[src/hdl/ccrc_pkg.sv]
// Package with the shared types and constants of the control chart rule checker.
`timescale 1ns / 1ps
package ccrc_pkg;

  // Width of the configuration registers and of the deviation output.
  localparam int CfgW          = 16;
  localparam int DevOutW       = 17;
  localparam int SampleBitsDef = 16;

  // Number of entries in the history window, the newest entry included.
  localparam int HistDepth = 8;

  // Windows and hit counts of the two counting rules.
  localparam int TwoWin   = 3;
  localparam int TwoNeed  = 2;
  localparam int FourWin  = 5;
  localparam int FourNeed = 4;

  // Configuration register indexes.
  localparam int CfgIdxW = 2;
  typedef enum logic [CfgIdxW-1:0] {
    RegCenter = 2'd0,
    RegSpread = 2'd1
  } cfg_reg_e;

  // Zone flags of one item; up0 is the least significant bit.
  typedef struct packed {
    logic dn2;
    logic up2;
    logic dn1;
    logic up1;
    logic dn0;
    logic up0;
  } zone_t;

  // Contents of one history cell: the zone flags and whether the entry holds an item.
  typedef struct packed {
    logic  filled;
    zone_t zone;
  } cell_t;

  // Result held in the output register.
  typedef struct packed {
    logic [DevOutW-1:0] deviation;
    logic               beyond_three;
    logic               two_of_three;
    logic               four_of_five;
    logic               eight_one_side;
  } result_t;

endpackage

[src/hdl/ccrc_zone.sv]
// Deviation from the centre line and its classification into sigma zones.
`timescale 1ns / 1ps
module ccrc_zone import ccrc_pkg::*; #(
  parameter int SampleBits = SampleBitsDef
) (
  input  logic signed [SampleBits-1:0] sample_i,
  input  logic signed [CfgW-1:0]       center_i,
  input  logic        [CfgW-1:0]       spread_i,
  output logic        [DevOutW-1:0]    deviation_o,
  output zone_t                        zone_o,
  output logic                         beyond_three_o
);

  // The compare width holds the full deviation and three times the spread.
  localparam int DevW = ((SampleBits > CfgW) ? SampleBits : CfgW) + 1;
  localparam int CmpW = DevW + 2;

  logic signed [CmpW-1:0] smp_ext;
  logic signed [CmpW-1:0] ctr_ext;
  logic signed [CmpW-1:0] dev;
  logic signed [CmpW-1:0] sg1;
  logic signed [CmpW-1:0] sg2;
  logic signed [CmpW-1:0] sg3;

  // A spread of zero is taken as one; the multiples are formed by shift and add.
  assign sg1 = (spread_i == '0) ? CmpW'(1) : signed'(CmpW'(spread_i));
  assign sg2 = sg1 <<< 1;
  assign sg3 = sg1 + sg2;

  // Full-precision deviation of the sample from the centre line.
  assign smp_ext = CmpW'(sample_i);
  assign ctr_ext = CmpW'(center_i);
  assign dev     = smp_ext - ctr_ext;

  assign deviation_o = dev[DevOutW-1:0];

  // Every compare is strict, so a point exactly on a limit is not beyond it.
  assign zone_o.up0 = dev > CmpW'(0);
  assign zone_o.dn0 = dev < CmpW'(0);
  assign zone_o.up1 = dev > sg1;
  assign zone_o.dn1 = dev < -sg1;
  assign zone_o.up2 = dev > sg2;
  assign zone_o.dn2 = dev < -sg2;

  assign beyond_three_o = (dev > sg3) || (dev < -sg3);

endmodule

[config.mk]
export PLATFORM = sky130hd
export DESIGN_NAME = ccrc_zone
export DESIGN_NICKNAME = d
export VERILOG_FILES = /design/src/hdl/ccrc_pkg.sv /design/src/hdl/ccrc_zone.sv
export SDC_FILE = /design/constraint.sdc
export NUM_CORES = 1
export LEC_CHECK = 0
export BUFFER_PORTS_ARGS = -buffer_cell sky130_fd_sc_hd__buf_2
export CAP_MARGIN = 40
export CORE_MARGIN = 2
export CORE_UTILIZATION = 41
export DETAILED_ROUTE_END_ITERATION = 10
export SLEW_MARGIN = 10
export SYNTH_ARGS = -nofsm -noshare
export SYNTH_HDL_FRONTEND = slang
export SYNTH_SLANG_ARGS = --single-unit
[constraint.sdc]
create_clock -name vclk -period 13.9
set_input_delay 1.39 -clock vclk [all_inputs]
set_output_delay 1.39 -clock vclk [all_outputs]
set_load 0.02 [all_outputs]
==> metrics.md <==
| Metric | Value |
|---|---|
| Post-DP HPWL | `12110 um` |
| Syn avg cell area | `7.505 um2` |
| Fmax achieved | `0.1240 GHz` |
| Initial DRT Pass Iterations | `5` |
| Worst-path maximum fanout | `15` |
| GRT met1 Usage | `30.00%` |
| Worst hold slack | `3.298 ns` |
| Peak supply drop | `0.00005652 V` |
| Die footprint | `12500 um2` |
| Post-Syn Area | `4766 um2` |
| I/O pin count | `72` |
| Routed wire per std cell | `16.29 um` |
| Register Area | `0 um2` |
| Seq cells | `0` |
| Synth cell types | `55` |
| # resized after CTS | `0` |
| I/O Buffers | `72` |
| Setup_tns | `0 ns` |
| Global routing usage on met3 | `0.7077%` |
| Row count | `39` |
| Setup-failing EPs final | `0` |
| Static Leakage | `2.852 nW` |
| Hold_buf cts | `0` |
| Max-slew violations | `0` |
| Synth warn | `0` |
| Status | `completed` |
| Final Total Pwr | `0.3730 mW` |
| Via-to-Cell Ratio | `5.618` |
| Hold Violations, Final | `0` |
| WL final | `13900 um` |
| Slew @ Worst Pin | `0.8863 ns` |
| Post-CTS Setup Repair Bufs | `0` |
| Max Cap Viol | `0` |
| First-pass GRT wire length | `22640 um` |
| Worst min-delay path class | `input port to output port` |
| Via count | `4792` |
| Leading cell type in the layout, fill and taps excluded | `ha_1` |
| Global placement routability congestion | `0.9458` |
| Sequential-to-total area share from yosys stat | `0%` |
| Period minus WS final | `8.062 ns` |
| Commonest cells after routing, fill and taps aside | `ha_1 (151), buf_2 (72), inv_1 (68), nand2_1 (45), a21oi_1 (45)` |
| Tcrit/Tclk final | `58.00%` |
| Vias in the first global route | `4635` |
| Final WS setup | `5.838 ns` |
| Core Box Area | `11370 um2` |
| Most Crowded Layer GR | `met2` |
| Nets@finish | `913` |
| CP Data Required Time | `12.51 ns` |
| Die Ht | `111.8 um` |
| Unrepaired setup endpoints after global routing | `false` |
| Antenna diodes | `0` |
| PD cells | `69.66 nW/um2` |
| Global route overflow | `0` |
| Largest net degree at the start of global routing | `16` |
| Post-layout util | `47.09%` |
| Starting DRT DRC Count | `163` |
| DRC errors left | `0` |
| CP Data Arrival Time | `6.67 ns` |
| Clock buffer count | `0` |
| Worst setup SP type | `input port` |
| Antenna violations before repair | `0` |
| Max-slew headroom | `40.49%` |
| Setup CP Type | `input port to output port` |
| Antenna Nets Post-Route | `0` |
| Pre-CTS worst setup slack | `5.854 ns` |
| P&R area growth vs syn | `12.34%` |
| Met2 Use GR | `38.38%` |
| Post-synth net total | `836` |
| Overall routing resource usage | `21.78%` |
| Initial Utilization | `41.92%` |
| CP endpoint kind | `output port` |
| Synthesized instance count | `635` |
| Fraction of layout cells with a size suffix above 1 | `13.24%` |
| DIE WIDTH | `111.8 um` |
==> layout make-up <==
class | count | area (um2)
Inverter | 68 | 255.2
Timing Repair Buffer | 83 | 442.9
Multi-Input combinational cell | 559 | 4477
Tap cell | 143 | 178.9
Fill cell | 1209 | 6016
==> synth_stat cells, drive strengths merged (4+ instances only) <==
cell / count / share of area (%)
ha: 151 / 40
inv: 68 / 5.4
a21oi: 46 / 4.9
nand2: 45 / 3.5
a21o: 36 / 5.7
nor2: 35 / 2.8
o21ai: 32 / 3.4
xnor2: 30 / 5.5
nand4: 24 / 3.2
xor2: 21 / 3.9
nand3: 18 / 1.9
o21a: 14 / 2.2
nor2b: 12 / 1.6
a211oi: 9 / 1.6
clkbuf: 7 / 0.55
nor3: 7 / 0.74
or3: 6 / 0.79
nand2b: 5 / 0.66
a31oi: 4 / 0.52
o211ai: 4 / 0.63
o21bai: 4 / 0.63
==> metrics by stage <==
step,area (um2),std cells
floorplan,4766,635
global placement,5339,851
detailed placement,5354,853
CTS,5354,853
global route,5354,853
finish,5354,853
==> metal layers <==
layer / up-vias / part of all wire [%]
met4: 0 / 1.7
met1: 2197 / 48
met2: 98 / 47
met5: - / 0
li1: 2481 / -
met3: 16 / 3.3
==> logic make-up after synthesis <==
kind of cell	share of synthesized area (%)
adders and majority gates	40.48
muxes	0.4201
buffers and inverters	6.065
AOI/OAI and AO/OA	24.84
and+or+nand+nor	18.82
xor gates and xnor gates	9.373
==> path summary, 6_finish.rpt <==
kind                startpoint              to  cells after the start
setup / recovery  spread_i[14]  beyond_three_o                     21
hold / removal     center_i[0]  deviation_o[0]                      4
==> worst max-delay path, cell delays in order <==
cell and delay, ns:
buf_2 0.11, inv_1 0.06, ha_1 0.23, nand4_1 0.16
or3_1 0.48, nand2_1 0.32, fa_1 0.51, nand2b_1 0.19
a211oi_2 0.36, o311ai_0 0.30, and2_1 0.27, a311oi_1 0.50
and2_1 0.22, nand3_1 0.12, a2111oi_0 0.50, ha_1 0.24
nand4_1 0.09, a21o_1 0.16, a31oi_1 0.13, o221ai_1 0.13
buf_2 0.20
==> report_power, final <==
part / internal (mW) / switching, mW
registers: 0 / 0
logic: 0.155 / 0.218
clock network: 0 / 0
total: 0.155 / 0.218
Power figures use the tool's default switching activity.
